===== src/fd_pkg.sv =====
`default_nettype none
package fd_pkg;

  localparam logic [7:0] HDR_FIRST  = 8'hAA;
  localparam logic [7:0] HDR_SECOND = 8'h55;
  localparam logic [7:0] FTR_FIRST  = 8'h55;
  localparam logic [7:0] FTR_SECOND = 8'hAA;

  localparam logic [15:0] MAX_LEN_RESET = 16'd4096;

  localparam int unsigned CFG_AW = 3;
  localparam logic [CFG_AW-1:0] REG_MAX_LEN = 3'd0;

  typedef enum logic [1:0] {
    KIND_BODY   = 2'd0,
    KIND_ACCEPT = 2'd1,
    KIND_ERROR  = 2'd2
  } kind_t;

  typedef enum logic [2:0] {
    ERR_NONE   = 3'd0,
    ERR_HEADER = 3'd1,
    ERR_ZERO   = 3'd2,
    ERR_LONG   = 3'd3,
    ERR_FOOTER = 3'd4
  } err_t;

  typedef struct packed {
    kind_t      kind;
    logic [7:0] data;
    logic       opcode;
    logic       last;
    err_t       err;
  } res_t;

endpackage
`default_nettype wire


===== src/fd_cfg.sv =====
`default_nettype none
module fd_cfg (
  input  wire logic                      clk,
  input  wire logic                      rst_n,
  input  wire logic                      psel,
  input  wire logic                      penable,
  input  wire logic                      pwrite,
  input  wire logic [fd_pkg::CFG_AW-1:0] paddr,
  input  wire logic [31:0]               pwdata,
  output logic      [31:0]               prdata,
  output logic                           pready,
  output logic      [15:0]               max_len
);
  import fd_pkg::*;

  logic [15:0] max_len_r;
  logic [15:0] max_len_nxt;
  logic        wr_en;

  assign pready  = 1'b1;
  assign wr_en   = psel && penable && pwrite && pready && (paddr == REG_MAX_LEN);
  assign max_len = max_len_r;

  always_comb begin
    max_len_nxt = max_len_r;
    if (wr_en) begin
      max_len_nxt = pwdata[15:0];
    end
  end

  always_ff @(posedge clk) begin
    if (!rst_n) begin
      max_len_r <= MAX_LEN_RESET;
    end else begin
      max_len_r <= max_len_nxt;
    end
  end

  always_comb begin
    prdata = 32'd0;
    if (paddr == REG_MAX_LEN) begin
      prdata = {16'd0, max_len_r};
    end
  end

endmodule
`default_nettype wire


===== src/fd_parse.sv =====
`default_nettype none
module fd_parse (
  input  wire logic         clk,
  input  wire logic         rst_n,
  input  wire logic         byte_vld,
  input  wire logic [7:0]   rx_byte,
  input  wire logic [15:0]  max_len,
  output logic              res_vld,
  output fd_pkg::res_t      res
);
  import fd_pkg::*;

  typedef enum logic [2:0] {
    PH_HEAD0, PH_HEAD1, PH_LENLO, PH_LENHI, PH_BODY, PH_FOOT0, PH_FOOT1, PH_HALT
  } phase_t;

  phase_t      phase_r, phase_nxt;
  logic [15:0] left_r, left_nxt;
  logic [7:0]  len_lo_r, len_lo_nxt;
  logic [7:0]  ftr_r, ftr_nxt;
  logic        at_op_r, at_op_nxt;
  logic [15:0] len;

  assign len = {rx_byte, len_lo_r};

  always_comb begin
    phase_nxt  = phase_r;
    left_nxt   = left_r;
    len_lo_nxt = len_lo_r;
    ftr_nxt    = ftr_r;
    at_op_nxt  = at_op_r;
    res_vld    = 1'b0;
    res        = '{kind: KIND_BODY, data: 8'd0, opcode: 1'b0, last: 1'b0, err: ERR_NONE};
    if (byte_vld) begin
      case (phase_r)
        PH_HEAD0: begin
          if (rx_byte != HDR_FIRST) begin
            res_vld = 1'b1;
            res.kind = KIND_ERROR;
            res.err = ERR_HEADER;
            phase_nxt = PH_HALT;
          end else begin
            phase_nxt = PH_HEAD1;
          end
        end
        PH_HEAD1: begin
          if (rx_byte != HDR_SECOND) begin
            res_vld = 1'b1;
            res.kind = KIND_ERROR;
            res.err = ERR_HEADER;
            phase_nxt = PH_HALT;
          end else begin
            phase_nxt = PH_LENLO;
          end
        end
        PH_LENLO: begin
          len_lo_nxt = rx_byte;
          phase_nxt  = PH_LENHI;
        end
        PH_LENHI: begin
          if (len == 16'd0) begin
            res_vld = 1'b1;
            res.kind = KIND_ERROR;
            res.err = ERR_ZERO;
            phase_nxt = PH_HALT;
          end else if (len > max_len) begin
            res_vld = 1'b1;
            res.kind = KIND_ERROR;
            res.err = ERR_LONG;
            phase_nxt = PH_HALT;
          end else begin
            left_nxt  = len;
            at_op_nxt = 1'b1;
            phase_nxt = PH_BODY;
          end
        end
        PH_BODY: begin
          res_vld    = 1'b1;
          res.data   = rx_byte;
          res.opcode = at_op_r;
          res.last   = (left_r <= 16'd1);
          left_nxt   = (left_r == 16'd0) ? 16'd0 : left_r - 16'd1;
          at_op_nxt  = 1'b0;
          if (left_r <= 16'd1) begin
            phase_nxt = PH_FOOT0;
          end
        end
        PH_FOOT0: begin
          ftr_nxt   = rx_byte;
          phase_nxt = PH_FOOT1;
        end
        PH_FOOT1: begin
          res_vld = 1'b1;
          if (ftr_r != FTR_FIRST || rx_byte != FTR_SECOND) begin
            res.kind  = KIND_ERROR;
            res.err   = ERR_FOOTER;
            phase_nxt = PH_HALT;
          end else begin
            res.kind  = KIND_ACCEPT;
            at_op_nxt = 1'b1;
            phase_nxt = PH_HEAD0;
          end
        end
        default: begin
          phase_nxt = PH_HALT;
        end
      endcase
    end
  end

  always_ff @(posedge clk) begin
    if (!rst_n) begin
      phase_r  <= PH_HEAD0;
      left_r   <= 16'd0;
      len_lo_r <= 8'd0;
      ftr_r    <= 8'd0;
      at_op_r  <= 1'b1;
    end else begin
      phase_r  <= phase_nxt;
      left_r   <= left_nxt;
      len_lo_r <= len_lo_nxt;
      ftr_r    <= ftr_nxt;
      at_op_r  <= at_op_nxt;
    end
  end

endmodule
`default_nettype wire


===== src/fd_obuf.sv =====
`default_nettype none
module fd_obuf (
  input  wire logic         clk,
  input  wire logic         rst_n,
  input  wire logic         push,
  input  wire fd_pkg::res_t push_res,
  output logic              has_room,
  output logic              head_vld,
  output fd_pkg::res_t      head_res,
  input  wire logic         pop
);
  import fd_pkg::*;

  res_t       ent_r [2];
  logic       wr_ptr_r, wr_ptr_nxt;
  logic       rd_ptr_r, rd_ptr_nxt;
  logic [1:0] cnt_r, cnt_nxt;
  logic       do_pop;

  assign has_room = (cnt_r != 2'd2);
  assign head_vld = (cnt_r != 2'd0);
  assign head_res = ent_r[rd_ptr_r];
  assign do_pop   = pop && head_vld;

  always_comb begin
    wr_ptr_nxt = push ? ~wr_ptr_r : wr_ptr_r;
    rd_ptr_nxt = do_pop ? ~rd_ptr_r : rd_ptr_r;
    cnt_nxt    = cnt_r + {1'b0, push} - {1'b0, do_pop};
  end

  always_ff @(posedge clk) begin
    if (!rst_n) begin
      wr_ptr_r <= 1'b0;
      rd_ptr_r <= 1'b0;
      cnt_r    <= 2'd0;
    end else begin
      wr_ptr_r <= wr_ptr_nxt;
      rd_ptr_r <= rd_ptr_nxt;
      cnt_r    <= cnt_nxt;
    end
  end

  always_ff @(posedge clk) begin
    if (push) begin
      ent_r[wr_ptr_r] <= push_res;
    end
  end

endmodule
`default_nettype wire


===== src/frame_deframer.sv =====
// frame_deframer: splits a received byte stream into frames of the form
// header AA 55, 16-bit little-endian body length, body, footer 55 AA.
// Input stream: one byte per transaction on in_tdata.
// Output stream: one transaction per body byte (kind 0, opcode flagged on
// the first body byte, tlast on the final one), one per good footer (kind 1)
// and one for a framing error (kind 2 with error code), after which all
// further bytes are swallowed until reset.
// APB port: register 0 (byte address 0) is max_body_length, 16 bits.
// Results are formed combinationally from each accepted byte and registered
// in the output buffer. Throughput: one byte per cycle while in_tready is
// high, set by the frame state registers that update on every accepted byte.
// The output side is a 2-entry buffer; in_tready drops only when both
// entries hold results that the receiver has not taken, so a stall on the
// output halts input after at most two pending results.
// Reset (rst_n low, synchronous) empties the buffer, returns to waiting for
// the first header byte and sets max_body_length to 4096.
`default_nettype none
module frame_deframer (
  input  wire logic                      clk,
  input  wire logic                      rst_n,
  input  wire logic                      in_tvalid,
  output logic                           in_tready,
  input  wire logic [7:0]                in_tdata,   // [7:0] rx_byte
  output logic                           out_tvalid,
  input  wire logic                      out_tready,
  output logic      [15:0]               out_tdata,  // [7:0] data_byte, [10:8] error_code
  output logic      [2:0]                out_tuser,  // [1:0] result_kind, [2] is_opcode
  output logic                           out_tlast,  // is_last_body
  input  wire logic                      psel,
  input  wire logic                      penable,
  input  wire logic                      pwrite,
  input  wire logic [fd_pkg::CFG_AW-1:0] paddr,
  input  wire logic [31:0]               pwdata,
  output logic      [31:0]               prdata,
  output logic                           pready
);
  import fd_pkg::*;

  logic [15:0] max_len;
  logic        res_vld;
  res_t        res;
  logic        has_room;
  res_t        head_res;
  logic        in_acc;

  assign in_tready = has_room;
  assign in_acc    = in_tvalid && in_tready;

  fd_cfg u_cfg (
    .clk     (clk),
    .rst_n   (rst_n),
    .psel    (psel),
    .penable (penable),
    .pwrite  (pwrite),
    .paddr   (paddr),
    .pwdata  (pwdata),
    .prdata  (prdata),
    .pready  (pready),
    .max_len (max_len)
  );

  fd_parse u_parse (
    .clk      (clk),
    .rst_n    (rst_n),
    .byte_vld (in_acc),
    .rx_byte  (in_tdata),
    .max_len  (max_len),
    .res_vld  (res_vld),
    .res      (res)
  );

  fd_obuf u_obuf (
    .clk      (clk),
    .rst_n    (rst_n),
    .push     (res_vld),
    .push_res (res),
    .has_room (has_room),
    .head_vld (out_tvalid),
    .head_res (head_res),
    .pop      (out_tready)
  );

  assign out_tdata = {5'd0, head_res.err, head_res.data};
  assign out_tuser = {head_res.opcode, head_res.kind};
  assign out_tlast = head_res.last;

endmodule
`default_nettype wire


===== config.mk =====
export PLATFORM = sky130hd
export DESIGN_NAME = frame_deframer
export DESIGN_NICKNAME = d
export VERILOG_FILES = /design/src/fd_pkg.sv /design/src/fd_cfg.sv /design/src/fd_parse.sv /design/src/fd_obuf.sv /design/src/frame_deframer.sv
export SDC_FILE = /design/constraint.sdc
export NUM_CORES = 1
export LEC_CHECK = 0
export BUFFER_PORTS_ARGS = -buffer_cell sky130_fd_sc_hd__buf_2
export CORE_UTILIZATION = 57
export CTS_BUF_LIST = sky130_fd_sc_hd__clkbuf_4
export CTS_CLUSTER_DIAMETER = 60
export DETAILED_ROUTE_END_ITERATION = 7
export GPL_TIMING_DRIVEN = 0
export PLACE_DENSITY = 0.87
export SLEW_MARGIN = 20
export SYNTH_ARGS = -nofsm -noshare
export SYNTH_HDL_FRONTEND = slang
export SYNTH_SLANG_ARGS = --single-unit

===== constraint.sdc =====
create_clock -name clk -period 4 [get_ports clk]
set_input_delay 0.4 -clock clk [delete_from_list [all_inputs] [get_ports clk]]
set_output_delay 0.4 -clock clk [all_outputs]
set_load 0.05 [all_outputs]

==> metrics.cfg, run 1 <==
[timing]
slew_violations = 0
worst_clock_skew_ns = 0.0120
relSlewSlack_pct = 37.3
timing.fmax_mhz = 302
finalCriticalPeriod_ns = 3.31
setup_tns_ns = 0
setup_viol = 0
fin_crit_sh_pct = 82.8
hold_viol = 0
tightestPinTransition_ns = 0.934
rsz0062_at_grt = no

[detailed_routing]
viasPerCell = 5.63
route.vias.total = 4043
met2RoutedLength_mm = 5.43
drc = 0
wl_met3_um = 668
drt-total-wl_mm = 11.1
avgRoutedWirePerCell_um = 15.5
top_layer_used = met4
drt_iter0_drc = 242
drt-met1-wl_mm = 4.71
postRouteAntennaNets = 0
first_pass_iters = 5

[setup_path]
cp.arrival_ns = 3.66
critPathLaunchType = flop
crit_type = reg2reg
crit_path_max_fanout = 5
required_ns = 4.35
endpoint_kind = flop
r2r_start = u_cfg.max_len[11]
startpoint = u_cfg.max_len[11]

[power_and_ir_drop]
power_density_nw_per_um2 = 502
p_sw_mw = 1.15
power_mw = 2.76
leakage_nw = 2.35
p_int_mw = 1.61
switching_share_pct = 41.8
clockPowerShare_pct = 19.3
ir_worst_vdd_uv = 192
seqPwrFrac_pct = 39.9
comb_power_share_pct = 40.7

[clocking]
cts_tree = built
clk_pin_slew_ns = 0.15
cts_setup_buffers = 0
cts_sinks = 87
cts_buffers = 9
h-tree-depth = 3
cts_max_path_buffers = 2
postCtsHoldBufs = 0
cts_resized = 0
ctsRootBufferMaster = clkbuf_4
clk_latency_ns = 0.44

[synthesis]
synth_top_area_share_pct = 23.8
syn_area_per_cell_um2 = 9.37
ys_seq_area_share_pct = 42.6
synth_common_cells = 66 x nand2_1, 57 x dfxtp_1, 30 x edfxtp_1
synth_edf_count = 30
synth_top_family_by_area = simple AND/OR/NAND/NOR gates
synth_seq_cells = 87
ys.flop_type = dfxtp_1
synthSimpleGateAreaFrac_pct = 22.4
synth-xor-area-share_pct = 1.46
synth_area_leaders = dfxtp_1 24%, edfxtp_1 19%, ha_1 5.5%, nand2_1 5.2%, buf_4 3.6%
async_reset_ff_share_pct = 0
synthMuxAreaShare_pct = 7.07
synth_cell_types = 58
synthCells = 512
synth_most_common_cell = nand2_1
yosysTopAreaCell = dfxtp_1
synth_warnings = 0
synth_compound_area_share_pct = 13.4
post_synth_instance_area_um2 = 4800
synth_fa_ha_area_share_pct = 5.48

[floorplan]
die-area_um2 = 8790
start_util_pct = 58.7
die_h_um = 93.8
core_um2 = 8180
io_pins = 105
placementRows = 33
die_w_um = 93.8

[global_route]
grt_pass1_wl_mm = 18.0
grt_pass1_vias = 3748
antenna_found_initial = 0
grt_max_degree = 18
gr-total-overflow = 0
track_usage_pct = 26.8

[status]
status = finished clean

[flow_run]
drv_cap = 0

[worst_hold_path]
worstHoldStart = pwdata[1]
hold_class = in2reg

[layout]
layout-drive-gt1-share_pct = 22.5
num-fill-cells = 676
diodes = 0
fin_nets = 679
stdcell_area_um2 = 5490
area_growth_syn_to_layout_pct = 14.4
postLayoutCoreUtil_pct = 67.2

[place]
post_dp_cell_area_um2 = 5330
place.gp.congestion = 0.907
port_buffers = 65
post-dp-hpwl_mm = 8.27

==> state kept, by name, indices dropped and copies added, names as in the netlist, named ones only <==
signal	cells
u_parse.ftr_r	8
u_obuf.rd_ptr_r	1
u_parse.left_r	16
u_parse.len_lo_r	8
u_cfg.max_len	16
u_parse.phase_r	3
u_obuf.cnt_r	2
u_parse.at_op_r	1
u_obuf.ent_r	30
u_obuf.wr_ptr_r	1
==> final timing paths <==
kind                             end  slack (ns)  cells after the start
setup / recovery     u_obuf.cnt_r[1]        0.69                     14
hold / removal      u_cfg.max_len[1]        0.19                      3
setup reg to reg     u_obuf.cnt_r[1]        0.69                     14
hold reg to reg   u_parse.left_r[10]        0.48                      2
==> layout by cell type, fill, tap and decap left out, types with 13 or more instances in the layout <==
| master | synthesis | layout |
|---|---|---|
| a21oi_1 | 21 | 21 |
| mux2_2 | 15 | 15 |
| mux2i_1 | 17 | 17 |
| conb_1 | 2 | 22 |
| buf_4 | 23 | 23 |
| inv_1 | 22 | 22 |
| nor2b_1 | 19 | 19 |
| dfxtp_1 | 57 | 57 |
| clkbuf_1 | 21 | 21 |
| edfxtp_1 | 30 | 30 |
| buf_2 | 2 | 67 |
| a21boi_0 | 16 | 16 |
| nor2_1 | 25 | 23 |
| ha_1 | 21 | 21 |
| nand3_1 | 16 | 16 |
| and2_1 | 22 | 22 |
| nand2_1 | 66 | 66 |
| o21ai_0 | 13 | 13 |
==> critical path: stages (launching register included) <==
cell and delay [ns]:
dfxtp_1 0.38, inv_1 0.06, ha_1 0.30, a21oi_1 0.17
o21ai_1 0.09, a221o_1 0.34, or3_4 0.37, a21oi_1 0.38
a32o_2 0.32, ha_1 0.24, inv_1 0.05, ha_1 0.14
xnor2_1 0.13, xnor2_1 0.08, and2_1 0.16
==> metrics by stage <==
stage                     std cells  setup slack (ns)  hold slack [ns]
final                           718             0.689            0.188
after detailed placement        702             0.528            0.465
after global placement          702             0.559            0.455
after global routing            718             0.425            0.171
after CTS                       718             0.675            0.174
after floorplan                 532              1.03            0.436
==> final cells by class <==
type | count | area, µm² | share of cell area [%]
Buffer | 48 | 277 | 5.04
Clock buffer | 9 | 67.6 | 1.23
Clock inverter | 7 | 87.6 | 1.60
Inverter | 22 | 82.6 | 1.50
Multi-Input combinational cell | 375 | 2480 | 45.1
Sequential cell | 87 | 2040 | 37.2
Tap cell | 105 | 131 | 2.39
Timing Repair Buffer | 65 | 325 | 5.93
==> power groups by stage <==
| stage | registers [mW] | logic (mW) | clock network [mW] |
|---|---|---|---|
| global route | 1.11 | 1.23 | 0.581 |
| CTS | 1.10 | 1.12 | 0.540 |
| finish | 1.10 | 1.12 | 0.533 |
| floorplan | 1.10 | 0.899 | 0 |
| global placement | 1.11 | 1.09 | 0 |
| detailed placement | 1.12 | 1.11 | 0 |
==> kinds of logic after synthesis <==
family,after synthesis
AO/OA/AOI/OAI,89
multiplexers,32
buffers and inverters,70
adder cells (fa/ha/maj),21
flip-flops,87
AND/OR/NAND/NOR,203
XOR/XNOR,8
other,2
==> routing by layer <==
layer | up-vias | track usage [%]
li1 | 1969 | -
met5 | - | 0
met3 | 35 | 3.88
met4 | 0 | 11.8
met1 | 1867 | 33.7
met2 | 172 | 45.6
Note: power is estimated with default switching activity, not from simulation.
==> run 2: changes to the inputs <==
Settings changed: ABC_AREA set to 1.
Clock period 4 ns to 3.5 ns, I/O delays scaled along.
==> run 2 against run 1 <==
Compared with the run above: via count rose by 8.9%; register-to-register slack improved by 0.22 ns; largest power group unchanged; critical path depth rose by 3; maximum frequency rose by 28%; area after synthesis rose by 0.34%; power rose by 46%; combinational power rose by 80%.
==> metrics.cfg, run 2 <==
[synthesis]
synth_most_common_cell = nor2_1
synth_seq_cells = 87  ; unchanged
synth_common_cells = 103 x nor2_1, 99 x nand2_1, 69 x inv_1
post_synth_instance_area_um2 = 4810  ; +0.34%
async_reset_ff_share_pct = 0  ; unchanged
synth_warnings = 0  ; unchanged
ys.flop_type = dfxtp_1
synth_area_leaders = dfxtp_1 24%, edfxtp_1 19%, nor2_1 8.0%, nand2_1 7.7%, ha_1 5.5%
ys_seq_area_share_pct = 42.4  ; -0.14 points
yosysTopAreaCell = dfxtp_1
synthCells = 620  ; +21%
synth_top_area_share_pct = 23.7  ; -0.080 points
synth_edf_count = 30  ; unchanged
synth_cell_types = 34  ; -41%
syn_area_per_cell_um2 = 7.77  ; -17%

[floorplan]
start_util_pct = 58.9  ; +0.20 points
io_pins = 105  ; unchanged
die_h_um = 93.9  ; +0.17%
core_um2 = 8180  ; unchanged
placementRows = 33  ; unchanged
die-area_um2 = 8820  ; +0.33%
die_w_um = 93.9  ; +0.17%

[clocking]
cts_setup_buffers = 0  ; unchanged
clk_pin_slew_ns = 0.14  ; about the same
ctsRootBufferMaster = clkbuf_4
cts_tree = built
cts_buffers = 9  ; unchanged
postCtsHoldBufs = 0  ; unchanged
cts_resized = 0  ; unchanged
h-tree-depth = 3  ; unchanged
clk_latency_ns = 0.46  ; +0.02 ns
cts_sinks = 87  ; unchanged
cts_max_path_buffers = 2  ; unchanged

[timing]
finalCriticalPeriod_ns = 2.59  ; -0.720 ns
setup_ws_ns = 0.909  ; +0.220 ns
hold_viol = 0  ; unchanged
relSlewSlack_pct = 49.8  ; +13 points
fin_crit_sh_pct = 74.0  ; -8.7 points
setup_viol = 0  ; unchanged
timing.fmax_mhz = 386  ; +28%
slew_violations = 0  ; unchanged
tightestPinTransition_ns = 0.752  ; -0.182 ns
worst_clock_skew_ns = 0.0183  ; +0.00627 ns
rsz0062_at_grt = no
setup_tns_ns = 0  ; unchanged

[layout]
largest_reg_flops = 30  ; unchanged
layout-drive-gt1-share_pct = 21.2  ; -1.3 points
mostFrequentLayoutCells = 102 x nor2_1, 99 x nand2_1, 70 x buf_2
final_common_cell = nor2_1
diodes = 0  ; unchanged
fin_nets = 787  ; +16%
largest-register = u_obuf.ent_r
area_growth_syn_to_layout_pct = 14.1

[power_and_ir_drop]
ir_worst_vdd_uv = 318  ; +66%
leakage_nw = 2.65  ; +12%
power_density_nw_per_um2 = 734  ; +46%

[detailed_routing]
drt-total-wl_mm = 11.7  ; +4.7%
first_pass_iters = 4  ; -1
drc = 0  ; unchanged
route.vias.total = 4403  ; +8.9%
viasPerCell = 5.33  ; -5.3%
drt_iter0_drc = 236  ; -2.5%
avgRoutedWirePerCell_um = 14.1  ; -9.0%
postRouteAntennaNets = 0  ; unchanged

[global_route]
antenna_found_initial = 0  ; unchanged
grt_max_degree = 17  ; -1
track_usage_pct = 27.7  ; +0.86 points
grt_pass1_vias = 4218  ; +13%
gr-total-overflow = 0  ; unchanged
grt_pass1_wl_mm = 18.8  ; +4.0%

[place]
port_buffers = 65  ; unchanged
dp_slack_ns = 0.869  ; +0.341 ns
place.gp.congestion = 0.930  ; +2.6%
post-dp-hpwl_mm = 8.76  ; +6.0%

[flow_run]
drv_cap = 0  ; unchanged

[setup_path]
crit_type = reg2reg
critPathLaunchType = flop
crit_path_max_fanout = 5  ; unchanged
endpoint_kind = flop
required_ns = 3.89  ; -0.46 ns
cp.arrival_ns = 2.98  ; -0.68 ns

[status]
status = finished clean

[worst_hold_path]
hold_class = in2reg

-- run 2: cell count changes after synthesis, moves of 19 or more --
cell | before | now
nor2_1 | 25 | 103
inv_1 | 22 | 69
nand2_1 | 66 | 99
o21ai_0 | 13 | 41
a21oi_1 | 21 | 47
and2_1 | 22 | 0
nor2b_1 | 19 | 0
-- run 2: final timing paths --
| check | from | slack, ns | cells past startpoint | end |
|---|---|---|---|---|
| max | u_cfg.max_len[15] | 0.91 | 17 | u_obuf.cnt_r[1] |
| min | pwdata[12] | 0.11 | 3 | u_cfg.max_len[12] |
| max reg2reg | u_cfg.max_len[15] | 0.91 | 17 | u_obuf.cnt_r[1] |
| min reg2reg | u_obuf.rd_ptr_r | 0.47 | 1 | u_obuf.rd_ptr_r |
-- run 2: metal layers --
layer / track usage [%] / part of all wire [%] / wire length [µm]
met1: 29.6 / 40 / 4670
met2: 50.9 / 51 / 5890
met3: 7.12 / 6.1 / 709
met4: 12.2 / 3.2 / 375
met5: 0 / 0 / 0
-- run 2: kinds of logic after synthesis --
family                   share of synthesized area (%)
buffers and inverters                             12.0
AO/OA/AOI/OAI                                     11.7
XOR/XNOR                                          2.36
flip-flops                                        42.4
multiplexers                                      3.51
AND/OR/NAND/NOR                                   22.4
other                                            0.156
adder cells (fa/ha/maj)                           5.46
-- run 2: metrics by stage --
stage,cells,util [%],area (µm²),total power [mW],hold slack [ns]
6_report,826,67.2,5500,4.03,0.114
4_1_cts,826,67.2,5500,4.01,0.112
3_5_place_dp,810,65.4,5350,3.42,0.447
5_1_grt,826,67.2,5500,4.31,0.132
2_1_floorplan,640,-,4890,3.00,0.426
3_3_place_gp,810,65.4,5350,3.34,0.437
-- run 2: worst max-delay path: stages, from the launching register on --
cell,delay (ns)
dfxtp_1,0.34
inv_1,0.07
ha_1,0.30
nand2_1,0.07
nor2_1,0.16
nand2_1,0.10
inv_1,0.06
nand2_1,0.05
nand2_1,0.07
nand2_2,0.11
nand3_1,0.15
nand2_1,0.10
ha_1,0.31
inv_1,0.06
ha_1,0.15
xor2_1,0.19
o21ai_0,0.09
a21oi_1,0.14
-- run 2: power by group --
| group | total (mW) | internal, mW | switching [mW] |
|---|---|---|---|
| registers | 1.40 | 1.28 | 0.124 |
| clock network | 0.607 | 0.223 | 0.383 |
| logic | 2.02 | 0.654 | 1.37 |
| total | 4.03 | 2.16 | 1.88 |
-- run 2: cell type report --
cell class / count / area (µm²)
Fill cell: 687 / 2680
Multi-Input combinational cell: 433 / 2270
Sequential cell: 87 / 2040
Timing Repair Buffer: 65 / 325
Inverter: 77 / 290
Buffer: 43 / 288
Tap cell: 105 / 131
Clock inverter: 7 / 78.8
Clock buffer: 9 / 67.6
==> run 3: changes to the inputs <==
Settings changed: CORE_UTILIZATION 57 to 51, PLACE_DENSITY 0.87 to 0.83.
Clock period 3.5 ns to 2.12 ns, I/O delays scaled along.
==> run 3 against run 2 <==
Compared with the run above: the flow now finishes with violations (setup timing); via count increased by 0.48%; final cell count increased by 2.1%; global-route usage decreased by 3.7 points; clock-buffer cell count unchanged; sequential share of layout area decreased by 2.5 points; utilization decreased by 2.4 points; maximum frequency increased by 16%; worst setup slack got worse by 1.0 ns; hold slack got worse by 0.083 ns; combinational power increased by 80%; cell area increased by 8.5%; sequential cell count unchanged; critical endpoint unchanged.
==> metrics.cfg, run 3 (same netlist as run 2, synthesis figures left out) <==
[global_route]
met1_usage_pct = 29.3  ; -0.28 points
grt_max_degree = 17  ; unchanged
antenna_found_initial = 0  ; unchanged
globalRouteMet2Util_pct = 42.6  ; -8.2 points
gr-total-overflow = 0  ; unchanged
track_usage_pct = 23.9  ; -3.7 points
grtUsageMet3_pct = 4.29  ; -2.8 points
grt_pass1_vias = 4110  ; -2.6%
grt_pass1_wl_mm = 18.9  ; +0.47%
top_usage_layer = met2

[timing]
setup_ws_ns = -0.108  ; -1.02 ns
hold_viol = 0  ; unchanged
finalCriticalPeriod_ns = 2.23  ; -0.363 ns
setup_viol = 1  ; +1
hold-worst-slack_ns = 0.0306  ; -0.0830 ns
worst_clock_skew_ns = 0.0239  ; +0.00561 ns
fin_crit_sh_pct = 105  ; +31 points
slew_violations = 0  ; unchanged
timing.fmax_mhz = 449  ; +16%
rsz0062_at_grt = yes

[setup_path]
cp_top_family = adder cells
cp.depth = 17  ; unchanged
cp.arrival_ns = 2.58  ; -0.40 ns
rr_worst_depth = 17  ; unchanged
worst_path_max_delay_cell = dfxtp_2
cp_slowest_stage_delay_ns = 0.35  ; about the same
cp_num_buf_inv = 3  ; unchanged
crit_path_max_fanout = 3  ; -2
required_ns = 2.47  ; -1.42 ns
crit_top_cell = nand2_2
crit_chain = inv_2 > ha_4 > nand2_2 > nor2_4 > nand2_2 > inv_2 > nand2_2 > nand2_2 > nand2_4 > nand3_4 > nand2_4 > ha_4 > inv_2 > ha_4 > xor2_2 > o21ai_1 > a21oi_1
critPathLaunchType = flop
crit_type = reg2reg
endpoint_kind = flop

[layout]
largest-register = u_obuf.ent_r
layout-drive-gt1-share_pct = 32.4  ; +11 points
area_growth_syn_to_layout_pct = 23.8
fin_nets = 798  ; +1.4%
postLayoutCoreUtil_pct = 64.8  ; -2.4 points
diodes = 0  ; unchanged
final_common_cell = nor2_1
largest_reg_flops = 30  ; unchanged
mostFrequentLayoutCells = 98 x nor2_1, 87 x nand2_1, 69 x buf_2

[clocking]
cts_max_path_buffers = 2  ; unchanged
clk_pin_slew_ns = 0.15  ; about the same
cts_tree = built
cts_sinks = 87  ; unchanged
cts_buffers = 9  ; unchanged
h-tree-depth = 3  ; unchanged
ctsRootBufferMaster = clkbuf_4
clk_latency_ns = 0.46  ; about the same

[detailed_routing]
postRouteAntennaNets = 0  ; unchanged
drt_iter0_drc = 272  ; +15%
avgRoutedWirePerCell_um = 13.9  ; -1.4%
viasPerCell = 5.25  ; -1.5%
first_pass_iters = 5  ; +1
route.vias.total = 4424  ; +0.48%
drc = 0  ; unchanged
drt-total-wl_mm = 11.7  ; +0.63%

[place]
post-dp-hpwl_mm = 8.45  ; -3.6%
place.gp.congestion = 0.910  ; -2.1%
dp_slack_ns = -0.406  ; -1.28 ns
port_buffers = 65  ; unchanged

[flow_run]
drv_cap = 0  ; unchanged

[floorplan]
io_pins = 105  ; unchanged
start_util_pct = 52.4  ; -6.5 points
placementRows = 35  ; +6.1%
die-area_um2 = 9830  ; +12%
core_um2 = 9200  ; +12%
die_h_um = 99.2  ; +5.6%
die_w_um = 99.2  ; +5.6%

[power_and_ir_drop]
ir_worst_vdd_uv = 495  ; +56%
power_density_nw_per_um2 = 1190  ; +62%
power_mw = 7.08  ; +76%
leakage_nw = 2.74  ; +3.5%

[status]
violations = setup timing
status = complete, but fails checks

[worst_hold_path]
hold_class = in2reg
holdPathStages = 3  ; unchanged

## run 3: report_power, final
| group | internal [mW] | leakage, nW | switching (mW) |
|---|---|---|---|
| Sequential | 2.11 | 0.751 | 0.221 |
| Combinational | 1.29 | 1.91 | 2.34 |
| Clock | 0.489 | 0.0807 | 0.630 |
| Total | 3.89 | 2.74 | 3.19 |
## run 3: area by class of cell
cell class	count	area (µm²)
inverters	77	297
flip-flops and latches	87	2060
plain buffers	42	287
multi-input cells	433	2560
repair buffers	77	443
fillers	770	3230
well taps	111	139
clock inverters	7	103
clock buffers	9	67.6
## run 3: stage by stage
step | cells | instance area [µm²] | setup TNS, ns
detailed placement | 816 | 5430 | -10.15
floorplan | 640 | 4970 | 0
global route | 843 | 5960 | -0.807
finish | 843 | 5960 | -0.108
CTS | 839 | 5850 | -0.126
global placement | 816 | 5430 | -5.69
## run 3: worst reg2reg max path, cell delays in order (launching register included)
cell and delay, ns:
dfxtp_2 0.35, inv_2 0.05, ha_4 0.27, nand2_2 0.07
nor2_4 0.12, nand2_2 0.08, inv_2 0.06, nand2_2 0.05
nand2_2 0.07, nand2_4 0.07, nand3_4 0.08, nand2_4 0.06
ha_4 0.27, inv_2 0.04, ha_4 0.15, xor2_2 0.17
o21ai_1 0.13, a21oi_1 0.05
## run 3: timing repair
action,CTS,global route
cloned,0,0
gates resized for setup,37,29
hold buffers,1,0
pin swaps,15,20
buffers inserted,7,4
endpoints found under the hold margin,1,0
endpoints found under the setup margin,42,17
## run 3: final timing paths
| kind | startpoint | end | slack, ns |
|---|---|---|---|
| worst max-delay path | u_cfg.max_len[13] | u_obuf.cnt_r[1] | -0.11 |
| worst min register to register | u_obuf.rd_ptr_r | u_obuf.rd_ptr_r | 0.48 |
| worst min-delay path | pwdata[14] | u_cfg.max_len[14] | 0.03 |
| worst max register to register | u_cfg.max_len[13] | u_obuf.cnt_r[1] | -0.11 |
## run 3: routing by layer
| metal | routed length, µm | vias up |
|---|---|---|
| met5 | 0 | - |
| met2 | 5890 | 161 |
| met3 | 648 | 24 |
| met1 | 4920 | 2049 |
| li1 | - | 2190 |
| met4 | 270 | 0 |
